$ cat config.mk
export PLATFORM = sky130hd
export DESIGN_NAME = relative_peak_threshold_cut_top
export DESIGN_NICKNAME = d
export VERILOG_FILES = /design/src/rtl/rptc_pkg.sv /design/src/rtl/rptc_ctrl.sv /design/src/rtl/rptc_dp.sv /design/src/rtl/relative_peak_threshold_cut_top.sv
export VERILOG_INCLUDE_DIRS = /design/src /design/src/rtl
export SDC_FILE = /design/constraint.sdc
export NUM_CORES = 2
export LEC_CHECK = 0
export ABC_AREA = 1
export BUFFER_PORTS_ARGS = -buffer_cell sky130_fd_sc_hd__buf_2
export CORE_AREA = 2 2 341 343
export DETAILED_ROUTE_END_ITERATION = 16
export DIE_AREA = 0 0 343 345
export GPL_ROUTABILITY_DRIVEN = 0
export GPL_TIMING_DRIVEN = 0
export HOLD_SLACK_MARGIN = 0.05
export PLACE_DENSITY_LB_ADDON = 0.08
export SYNTH_ARGS = -nofsm -noshare
export SYNTH_HDL_FRONTEND = slang
export SYNTH_SLANG_ARGS = --single-unit
$ cat constraint.sdc
create_clock -name clk_i -period 7.2 [get_ports clk_i]
set_input_delay 0.72 -clock clk_i [delete_from_list [all_inputs] [get_ports clk_i]]
set_output_delay 0.72 -clock clk_i [all_outputs]
set_load 0.005 [all_outputs]
$ cat src/rtl/relative_peak_threshold_cut_top_defines.svh
// Assertion macros for the relative peak threshold cut block.
// Used by relative_peak_threshold_cut_top; expects clk_i and rst_ni in scope.
`ifndef RELATIVE_PEAK_THRESHOLD_CUT_TOP_DEFINES_SVH
`define RELATIVE_PEAK_THRESHOLD_CUT_TOP_DEFINES_SVH

// Plain property checked on every rising clock edge outside reset.
`define RPTC_ASSERT(label, prop, msg) \
  label: assert property (@(posedge clk_i) disable iff (!rst_ni) (prop)) else $error(msg);

// Implication: the consequent sequence must follow the antecedent.
`define RPTC_ASSERT_IMPLIES(label, ante, cons, msg) \
  label: assert property (@(posedge clk_i) disable iff (!rst_ni) (ante) |-> cons) \
    else $error(msg);

`endif

$ cat src/rtl/rptc_pkg.sv
// Shared types and constants for the relative peak threshold cut block.
// No dependencies; imported by every module of the block.
`timescale 1ns / 1ps

package rptc_pkg;

  // Buffer depth and derived widths.
  localparam int MaxLength = 64;
  localparam int IdxW      = (MaxLength > 1) ? $clog2(MaxLength) : 1;
  localparam int CntW      = $clog2(MaxLength + 1);

  // Fixed field widths.
  localparam int SampleW = 16;
  localparam int MagW    = 16;
  localparam int CutW    = 17;
  localparam int FracW   = 16;
  localparam int BoundW  = CutW + MagW;

  // One input request.
  typedef struct packed {
    logic signed [SampleW-1:0] sample;
    logic                      is_last;
  } rptc_in_t;

  // One result request.
  typedef struct packed {
    logic signed [SampleW-1:0] result_sample;
    logic                      result_last;
  } rptc_out_t;

  // Controller states.
  typedef enum logic [1:0] {
    ST_LOAD,
    ST_MUL,
    ST_READ,
    ST_EMIT
  } rptc_state_e;

  // Commands from the controller to the datapath.
  typedef struct packed {
    logic load_en;
    logic mul_en;
    logic rd_en;
    logic emit_en;
    logic clear;
  } rptc_cmd_t;

  // Status from the datapath to the controller.
  typedef struct packed {
    logic out_free;
    logic last_idx;
  } rptc_sts_t;

  // Magnitude of a two's complement sample; -32768 maps to 32768.
  function automatic logic [MagW-1:0] mag_of(input logic signed [SampleW-1:0] s);
    logic [MagW-1:0] neg;
    neg = MagW'(-s);
    return s[SampleW-1] ? neg : MagW'(s);
  endfunction

endpackage

$ cat src/rtl/rptc_ctrl.sv
// Controller state machine for the relative peak threshold cut block.
// Depends on rptc_pkg for the state enum and the command/status structs.
`timescale 1ns / 1ps

module rptc_ctrl import rptc_pkg::*; (
  input  logic      clk_i,
  input  logic      rst_ni,
  input  logic      in_valid_i,
  input  logic      in_is_last_i,
  input  rptc_sts_t sts_i,
  output logic      in_stall_o,
  output rptc_cmd_t cmd_o
);

  rptc_state_e state_q, state_d;

  // State register.
  always_ff @(posedge clk_i or negedge rst_ni) begin
    if (!rst_ni) begin
      state_q <= ST_LOAD;
    end else begin
      state_q <= state_d;
    end
  end

  // Next state.
  always_comb begin
    state_d = state_q;
    unique case (state_q)
      ST_LOAD: begin
        if (in_valid_i && in_is_last_i) begin
          state_d = ST_MUL;
        end
      end
      ST_MUL:  state_d = ST_READ;
      ST_READ: state_d = ST_EMIT;
      ST_EMIT: begin
        if (sts_i.out_free) begin
          state_d = sts_i.last_idx ? ST_LOAD : ST_READ;
        end
      end
      default: state_d = ST_LOAD;
    endcase
  end

  // Outputs.
  always_comb begin
    cmd_o      = '0;
    in_stall_o = 1'b1;
    unique case (state_q)
      ST_LOAD: begin
        in_stall_o    = 1'b0;
        cmd_o.load_en = in_valid_i;
      end
      ST_MUL:  cmd_o.mul_en = 1'b1;
      ST_READ: cmd_o.rd_en = 1'b1;
      ST_EMIT: begin
        cmd_o.emit_en = sts_i.out_free;
        cmd_o.clear   = sts_i.out_free && sts_i.last_idx;
      end
      default: cmd_o = '0;
    endcase
  end

endmodule

$ cat src/rtl/rptc_dp.sv
// Datapath for the relative peak threshold cut block: sample buffer,
// peak tracker, threshold multiply, compare and output register. Uses rptc_pkg.
`timescale 1ns / 1ps

module rptc_dp import rptc_pkg::*; (
  input  logic            clk_i,
  input  logic            rst_ni,
  input  rptc_cmd_t       cmd_i,
  input  rptc_in_t        in_data_i,
  input  logic            cfg_valid_i,
  input  logic [CutW-1:0] cfg_data_i,
  input  logic            out_stall_i,
  output rptc_sts_t       sts_o,
  output logic            out_valid_o,
  output rptc_out_t       out_data_o
);

  logic [SampleW-1:0] mem_q [MaxLength];
  logic [CntW-1:0]    count_q, count_d;
  logic [MagW-1:0]    peak_q, peak_d;
  logic [CutW-1:0]    cut_q;
  logic [BoundW-1:0]  bound_q;
  logic [IdxW-1:0]    rd_idx_q, rd_idx_d;
  logic [SampleW-1:0] rd_data_q;
  logic               out_valid_q, out_valid_d;
  rptc_out_t          out_data_q;
  logic               full;
  logic [MagW-1:0]    in_mag;
  logic [MagW-1:0]    rd_mag;
  logic [BoundW-1:0]  lhs;
  logic               below;

  assign full   = (count_q == CntW'(MaxLength));
  assign in_mag = mag_of(in_data_i.sample);

  // Fill count and running peak; a request beyond the depth is dropped.
  always_comb begin
    count_d = count_q;
    peak_d  = peak_q;
    if (cmd_i.clear) begin
      count_d = '0;
      peak_d  = '0;
    end else if (cmd_i.load_en && !full) begin
      count_d = count_q + CntW'(1);
      if (in_mag > peak_q) begin
        peak_d = in_mag;
      end
    end
  end

  always_ff @(posedge clk_i or negedge rst_ni) begin
    if (!rst_ni) begin
      count_q <= '0;
      peak_q  <= '0;
      cut_q   <= '0;
    end else begin
      count_q <= count_d;
      peak_q  <= peak_d;
      if (cfg_valid_i) begin
        cut_q <= cfg_data_i;
      end
    end
  end

  // Sample buffer: one write port, one registered read port.
  always_ff @(posedge clk_i) begin
    if (cmd_i.load_en && !full) begin
      mem_q[count_q[IdxW-1:0]] <= in_data_i.sample;
    end
    if (cmd_i.rd_en) begin
      rd_data_q <= mem_q[rd_idx_q];
    end
  end

  // Threshold bound, cut times peak, formed once per vector.
  always_ff @(posedge clk_i) begin
    if (cmd_i.mul_en) begin
      bound_q <= BoundW'(cut_q) * BoundW'(peak_q);
    end
  end

  // Replay index.
  always_comb begin
    rd_idx_d = rd_idx_q;
    if (cmd_i.clear) begin
      rd_idx_d = '0;
    end else if (cmd_i.emit_en) begin
      rd_idx_d = rd_idx_q + IdxW'(1);
    end
  end

  always_ff @(posedge clk_i or negedge rst_ni) begin
    if (!rst_ni) begin
      rd_idx_q <= '0;
    end else begin
      rd_idx_q <= rd_idx_d;
    end
  end

  // Compare the scaled magnitude against the bound.
  assign rd_mag = mag_of(rd_data_q);
  assign lhs    = BoundW'({rd_mag, {FracW{1'b0}}});
  assign below  = (lhs < bound_q);

  // Output register; it frees up when the downstream side takes the request.
  always_comb begin
    out_valid_d = out_valid_q;
    if (cmd_i.emit_en) begin
      out_valid_d = 1'b1;
    end else if (!out_stall_i) begin
      out_valid_d = 1'b0;
    end
  end

  always_ff @(posedge clk_i or negedge rst_ni) begin
    if (!rst_ni) begin
      out_valid_q <= 1'b0;
    end else begin
      out_valid_q <= out_valid_d;
    end
  end

  always_ff @(posedge clk_i) begin
    if (cmd_i.emit_en) begin
      out_data_q.result_sample <= below ? '0 : rd_data_q;
      out_data_q.result_last   <= sts_o.last_idx;
    end
  end

  // Status back to the controller.
  assign sts_o.out_free = !out_valid_q || !out_stall_i;
  assign sts_o.last_idx = ((CntW'(rd_idx_q) + CntW'(1)) == count_q);

  assign out_valid_o = out_valid_q;
  assign out_data_o  = out_data_q;

endmodule

$ cat src/rtl/relative_peak_threshold_cut_top.sv
// Channel  | Direction | Handshake            | Payload
// ---------+-----------+----------------------+-----------------------------
// in       | input     | in_valid_i/in_stall_o  | rptc_in_t (sample, is_last)
// out      | output    | out_valid_o/out_stall_i| rptc_out_t (result_sample, result_last)
// cfg      | input     | cfg_valid_i/cfg_ready_o| cut_fraction, 17 bits
//
// While loading, the block takes one sample per cycle; input stalls once the last
// sample of a vector is taken. That sample starts a replay: the bound multiply, then
// for each stored sample a buffer read, then a compare into the output register.
// Reset clears the fill count, peak and cut; the buffer itself needs no clearing.
// A stall on the output holds the replay; input is stalled for the whole replay.
//
// Top level of the relative peak threshold cut block; instantiates rptc_ctrl
// and rptc_dp, uses rptc_pkg and the assertion macro header.
`timescale 1ns / 1ps
`include "relative_peak_threshold_cut_top_defines.svh"

module relative_peak_threshold_cut_top import rptc_pkg::*; (
  input  logic            clk_i,
  input  logic            rst_ni,
  input  logic            in_valid_i,
  output logic            in_stall_o,
  input  rptc_in_t        in_data_i,
  output logic            out_valid_o,
  input  logic            out_stall_i,
  output rptc_out_t       out_data_o,
  input  logic            cfg_valid_i,
  output logic            cfg_ready_o,
  input  logic [CutW-1:0] cfg_data_i
);

  rptc_cmd_t cmd;
  rptc_sts_t sts;

  // The cut register takes a write in any cycle.
  assign cfg_ready_o = 1'b1;

  // Controller.
  rptc_ctrl u_ctrl (
    .clk_i        (clk_i),
    .rst_ni       (rst_ni),
    .in_valid_i   (in_valid_i),
    .in_is_last_i (in_data_i.is_last),
    .sts_i        (sts),
    .in_stall_o   (in_stall_o),
    .cmd_o        (cmd)
  );

  // Datapath.
  rptc_dp u_dp (
    .clk_i       (clk_i),
    .rst_ni      (rst_ni),
    .cmd_i       (cmd),
    .in_data_i   (in_data_i),
    .cfg_valid_i (cfg_valid_i && cfg_ready_o),
    .cfg_data_i  (cfg_data_i),
    .out_stall_i (out_stall_i),
    .sts_o       (sts),
    .out_valid_o (out_valid_o),
    .out_data_o  (out_data_o)
  );

  // A result is only loaded into a free output register.
  `RPTC_ASSERT(a_emit_free, !cmd.emit_en || sts.out_free, "emit into an occupied output register")
  // The bound multiply is always followed by the first buffer read.
  `RPTC_ASSERT_IMPLIES(a_mul_then_read, cmd.mul_en, ##1 cmd.rd_en, "replay did not start after multiply")
  // After the final result the block takes input again.
  `RPTC_ASSERT_IMPLIES(a_clear_reopens, cmd.clear, ##1 !in_stall_o, "input not reopened after replay")

endmodule

Word level (Yosys, flattened, before mapping)
Memory sizes are Yosys's and may differ from the RTL's. A register that Yosys moved wholly into a read port is not among the register bits.
Cells that the tools add are included.
{"block": "word_totals", "regBits": 99, "ramBits": 1024, "inputBits": 39, "elab_cells": 61, "mem_count": 1}
{"block": "classes", "n_addsub": 5, "n_mul": 1, "n_lt_le_gt_ge": 2, "eq_ne": 8, "n_mux": 22, "n_reduce_logical": 13}
{"memory": "u_dp.mem_q", "words": 64, "word_bits": 16, "rd": 1, "rd_ports_with_merged_regs": 1, "wr": 1, "line_no": "rptc_dp.sv:18", "text": "logic [SampleW-1:0] mem_q [MaxLength];"}
{"op": "16-bit 2-to-1 mux", "n": 5}
{"op": "32-bit by 33-bit < comparator with 1-bit output", "n": 1}
{"op": "17-bit by 16-bit multiplier with 33-bit output", "n": 1}
{"op": "16-bit negation", "n": 2}
{"op": "16-bit > comparator", "n": 1}
{"op": "7-bit 2-to-1 mux", "n": 2}
{"op": "6-bit 2-to-1 mux", "n": 2}
{"op": "1-bit 2-to-1 mux", "n": 8}
{"op": "2-bit 2-to-1 mux", "n": 4}
{"op": "2-bit case mux with 4 select lines", "n": 1}
{"op": "6-bit by 1-bit adder with 7-bit output (second input constant)", "n": 1}
{"op": "7-bit by 1-bit adder with 7-bit output (second input constant)", "n": 1}
{"op": "7-bit equality test", "n": 1}
{"op": "7-bit equality test (second input constant)", "n": 1}
{"op": "6-bit by 1-bit adder with 6-bit output (second input constant)", "n": 1}
{"op": "2-bit by 1-bit inequality test with 1-bit output (second input constant)", "n": 3}
{"op": "2-bit nonzero test", "n": 3}
{"op": "2-bit equality test (second input constant)", "n": 2}
{"op": "2-bit AND reduction", "n": 2}
{"op": "1-bit logical AND", "n": 3}
{"op": "1-bit zero test", "n": 3}
{"op": "2-bit by 1-bit equality test with 1-bit output (second input constant)", "n": 1}
{"op": "2-bit zero test", "n": 1}
{"op": "1-bit logical OR", "n": 1}

Depth between registers and ports, before layout
{"block": "logic_depth", "ltp_word": 6, "mapped_depth": 25}

Cells and area by module
From an unflattened synthesis, not the netlist that was laid out.
{"block": "hier_totals", "hier_cells": 5507, "area_unflattened_um2": 56824.5}
{"mod": "rptc_dp", "instances": 1, "cells_per_inst": 5486, "area_per_inst_um2": 56691.9}
{"mod": "rptc_ctrl", "instances": 1, "cells_per_inst": 19, "area_per_inst_um2": 121.4}
{"mod": "relative_peak_threshold_cut_top", "instances": 1, "cells_per_inst": 2, "area_per_inst_um2": 11.3}

Worst setup path before layout
Ideal clock, no wire load.
{"block": "synth_timing", "path_kind": "register to register", "start": "register u_dp.peak_q[1]", "end": "register u_dp.bound_q[32] (data pin)", "setup_ps": 252, "arrival_ps": 5092, "required_time_ps": 6948, "path_slack_ps": 1856, "stages_incl_launch_ff": 22, "n_path_buf": 2, "path_cell_list": "dfrtp_1 clkbuf_1 clkbuf_1 nand2_1 fa_1 fa_1 fa_1 inv_1 fa_1 fa_1 inv_1 fa_1 inv_1 ha_1 a21oi_1 o21ai_0 a21oi_1 nand2_1 nand2_1 nand2_1 nand2_1 nand2_1"}
{"block": "synth_via", "elab_chain_cells": 1}
{"item": "start: declaration", "line_no": "rptc_dp.sv:20", "text": "logic [MagW-1:0] peak_q, peak_d;"}
{"item": "start signal: assignment", "line_no": "rptc_dp.sv:58", "text": "peak_q <= peak_d;"}
{"item": "17-bit by 16-bit multiplier with 33-bit output", "line_no": "rptc_dp.sv:78", "text": "bound_q <= BoundW'(cut_q) * BoundW'(peak_q);"}
{"item": "end signal: assignment", "line_no": "rptc_dp.sv:78"}
{"item": "end: declaration", "line_no": "rptc_dp.sv:22", "text": "logic [BoundW-1:0] bound_q;"}
No other way between the ends.
A chain may end at the register's enable or synchronous reset.

Final worst setup path
{"block": "layout_timing", "start": "register u_dp.peak_q[5]", "end": "register u_dp.bound_q[32] (data pin)"}
The elaborated chain is that of the path after synthesis.

==> flow_summary.yaml <==
setup_path:
  worstReg2RegEnd: "u_dp.bound_q[32]"
  reg2reg_setup_slack_ns: 0.36
  cpPeakStageDelay_ns: 0.75
  setup.worst_path.class: "reg -> reg"
  worstPathArrival_ns: 7.29
  number_of_gates_on_the_worst_path_with_buffers_counted: 23
  slowest_cell_on_crit_path: "sky130_fd_sc_hd__buf_1"
  worstSetupStartpoint: "u_dp.peak_q[5]"
  critical-path-top-delay-family: "adder cells"
  rr_startpoint: "u_dp.peak_q[5]"
  critical_path.cell_chain: "clkbuf_1, buf_1, nand2_1, inv_1, fa_1, inv_1, fa_1, fa_1, inv_1, fa_1, fa_1, inv_1, fa_1, inv_1, ha_1, a21oi_1, o21ai_0, a21oi_1, nand2_1, nand2_1, nand2_1, nand2_1, nand2_1"
  setup.worst_path.start_class: "flop"
  crit_path_end: "u_dp.bound_q[32]"
  critical_path.endpoint_type: "flop"
  timing.reg2reg.worst_path_depth: 23
  critical_path_peak_fanout: 10
  path_buf_inv: 7
  worstPathRequired_ns: 7.65
global_route:
  antenna_violations_before_repair: 3
  grt_pass1_vias: 40100
  grt_first_pass_wirelength_microns: 278000
  track_usage: 0.329
  globalRouteOverflowTotal: 0
  grt_start_max_net_pins: 69
timing:
  finalHoldViolations: 0
  timing.final.max_slew_violations: 0
  max_freq_ghz: 0.146
  finalSetupViolCount: 0
  period_share: 0.950
  finClkSkew_ns: 0.0478
  rsz0062_at_grt: "false"
  shortest_clock_period_the_worst_path_allows_after_layout_ns: 6.84
  setup-tns-final_ns: 0
  relSlewSlack: 0.0707
  worst_margin_slew_ns: 1.39
yosys:
  synthesis.area_sq_um: 57000
  synth-seq-area-share: 0.595
  syn_inst: 5459
  synth_fp_nets: 5848
  synthesis.area_per_instance_sq_um: 10.4
  ys_ff_latch: 1139
  synth.distinct_cells: 41
  yosysWarnings: 0
floorplanning:
  core.rowCount: 125
  design.core.area_sq_um: 115000
  die-area_sq_um: 118000
  initial_utilization: 0.495
  num_io_pins: 59
  vertical_die_dimension_microns: 345
  die_x_microns: 343
cts:
  postCtsSetupRepairBufs: 0
  clkLatencyLatePin_ns: 0.74
  cts_hold_buf: 0
  cts_tree: "done"
  clk_root_buffer_cell: "sky130_fd_sc_hd__clkbuf_16"
  cts-buffers-inserted: 117
  clockBufferDepth: 3
  cts.sinks: 1139
  post_cts_resized: 0
  cts.reportedPaths.clkPinSlew_ns: 0.06
  htree_num_levels: 3
job:
  max-cap-violations: 0
cells_and_area:
  final_net_count: 6088
  ratio_of_cells_with_drive_above_1_in_the_final_layout: 0.0989
  final_common_cell: "sky130_fd_sc_hd__nand2_1"
  area_growth_pct: 13.3
  commonest_non_fill_non_tap_cells_in_the_layout: "sky130_fd_sc_hd__nand2_1 (1823), sky130_fd_sc_hd__edfxtp_1 (1090), sky130_fd_sc_hd__nand3_1 (969), sky130_fd_sc_hd__inv_1 (489), sky130_fd_sc_hd__fa_1 (208)"
  final_cell_count_no_fill: 7320
route:
  avgViaCountPerCell: 5.73
  postRouteAntennaNets: 0
  remaining_drc_errors: 0
  drt_first_pass_iters: 8
  vias: 41900
  drt-initial-drc-count: 5031
  routedWlPerCell_microns: 26.6
  total_wirelength_of_the_detailed_routed_design_microns: 195000
worst_hold_path:
  hold_path_class: "in -> async"
place:
  place.port_buffers: 56
  number_of_instances_in_the_placed_design: 7104
  dpl.hpwl_microns: 139000
status:
  run_status: "complete, no violations"
[kinds of logic (layout without fill, tap and decap cells)]
| family | Yosys count | in the layout | share of synthesized area |
|---|---|---|---|
| and+or+nand+nor | 3007 | 3007 | 0.223 |
| DFF | 1139 | 1139 | 0.595 |
| buffers and inverters | 805 | 1140 | 0.0592 |
| adders and majority gates | 350 | 350 | 0.104 |
| AOI/OAI and AO/OA | 100 | 100 | 0.00917 |
| xor gates and xnor gates | 40 | 40 | 0.00614 |
| muxes | 17 | 17 | 0.00336 |
| other | 1 | 3 | 0.0000657 |
[synth_stat cells (all sizes together)]
library cell / instances / share of area
o21a: 3 / 0.00039
nand3: 974 / 0.086
nand2: 1827 / 0.12
clkbuf: 106 / 0.0070
xor2: 38 / 0.0058
or2: 1 / 0.00011
nor4: 3 / 0.00033
clkinv: 2 / 0.00013
conb: 1 / 0.000066
o21ai: 39 / 0.0034
o21bai: 3 / 0.00039
and2: 3 / 0.00033
nand4: 21 / 0.0023
dfrtp: 49 / 0.021
a21oi: 50 / 0.0044
inv: 498 / 0.033
fa: 208 / 0.073
nor3b: 1 / 0.00013
xnor2: 2 / 0.00031
a22oi: 1 / 0.00013
edfxtp: 1090 / 0.57
buf: 199 / 0.019
ha: 142 / 0.031
nand3b: 3 / 0.00039
nand2b: 1 / 0.00011
nor3: 14 / 0.0012
nor2: 159 / 0.011
mux2: 17 / 0.0034
a31oi: 4 / 0.00044
[sequential cells by signal (all words and copies together) (netlist names)]
name and count:
u_dp.mem_q 1024, u_dp.cut_q 17, u_ctrl.state_q 2, u_dp.peak_q 16, u_dp.out_valid_o 1, u_dp.rd_data_q 16, u_dp.count_q 7, u_dp.bound_q 33
u_dp.rd_idx_q 6, u_dp.out_data_o 17
[area by class of cell]
| type | count | area (sq um) |
|---|---|---|
| Sequential cell | 1139 | 34000 |
| Timing Repair Buffer | 121 | 1670 |
| Clock buffer | 142 | 3090 |
| Clock inverter | 72 | 663 |
| Buffer | 305 | 1500 |
| Multi-Input combinational cell | 3515 | 19900 |
| Fill cell | 9923 | 50500 |
| Antenna cell | 2 | 5.00 |
| Inverter | 500 | 1880 |
| Tap cell | 1524 | 1910 |
[layer usage]
layer,vias to the layer above,wire length (microns),GRT usage,part of all wire
met4,2,13000,0.188,0.067
met5,-,15,0,0.000077
met2,2180,91700,0.532,0.47
met1,20600,73400,0.422,0.38
li1,18700,-,-,-
met3,513,16400,0.0510,0.084
[per-stage QoR]
stage | cell area [sq um] | worst slack [ns] | hold WS, ns | util
floorplan | 57000 | 1.86 | 0.424 | -
global placement | 59200 | 0.445 | 0.568 | 0.515
detailed placement | 60900 | 0.401 | 0.613 | 0.529
CTS | 64600 | 0.373 | 0.208 | 0.561
global route | 64600 | 0.0847 | 0.128 | 0.561
finish | 64600 | 0.360 | 0.0859 | 0.561
[how the worst min path moves through the flow]
| stage | startpoint | slack [ns] | to | cells past startpoint |
|---|---|---|---|---|
| after floorplan | rst_ni | 0.42 | u_ctrl.state_q[0] | 0 |
| after global placement | u_ctrl.state_q[1] | 0.57 | u_ctrl.state_q[0] | 2 |
| after detailed placement | u_ctrl.state_q[1] | 0.61 | u_ctrl.state_q[0] | 2 |
| after CTS | cfg_data_i[15] | 0.21 | u_dp.cut_q[15] | 2 |
| after global routing | rst_ni | 0.13 | u_dp.cut_q[1] | 1 |
| final | rst_ni | 0.09 | u_dp.cut_q[1] | 1 |
Power is not shown: default switching activity piles up to over one toggle a cycle in this logic, so the estimate is an artifact.
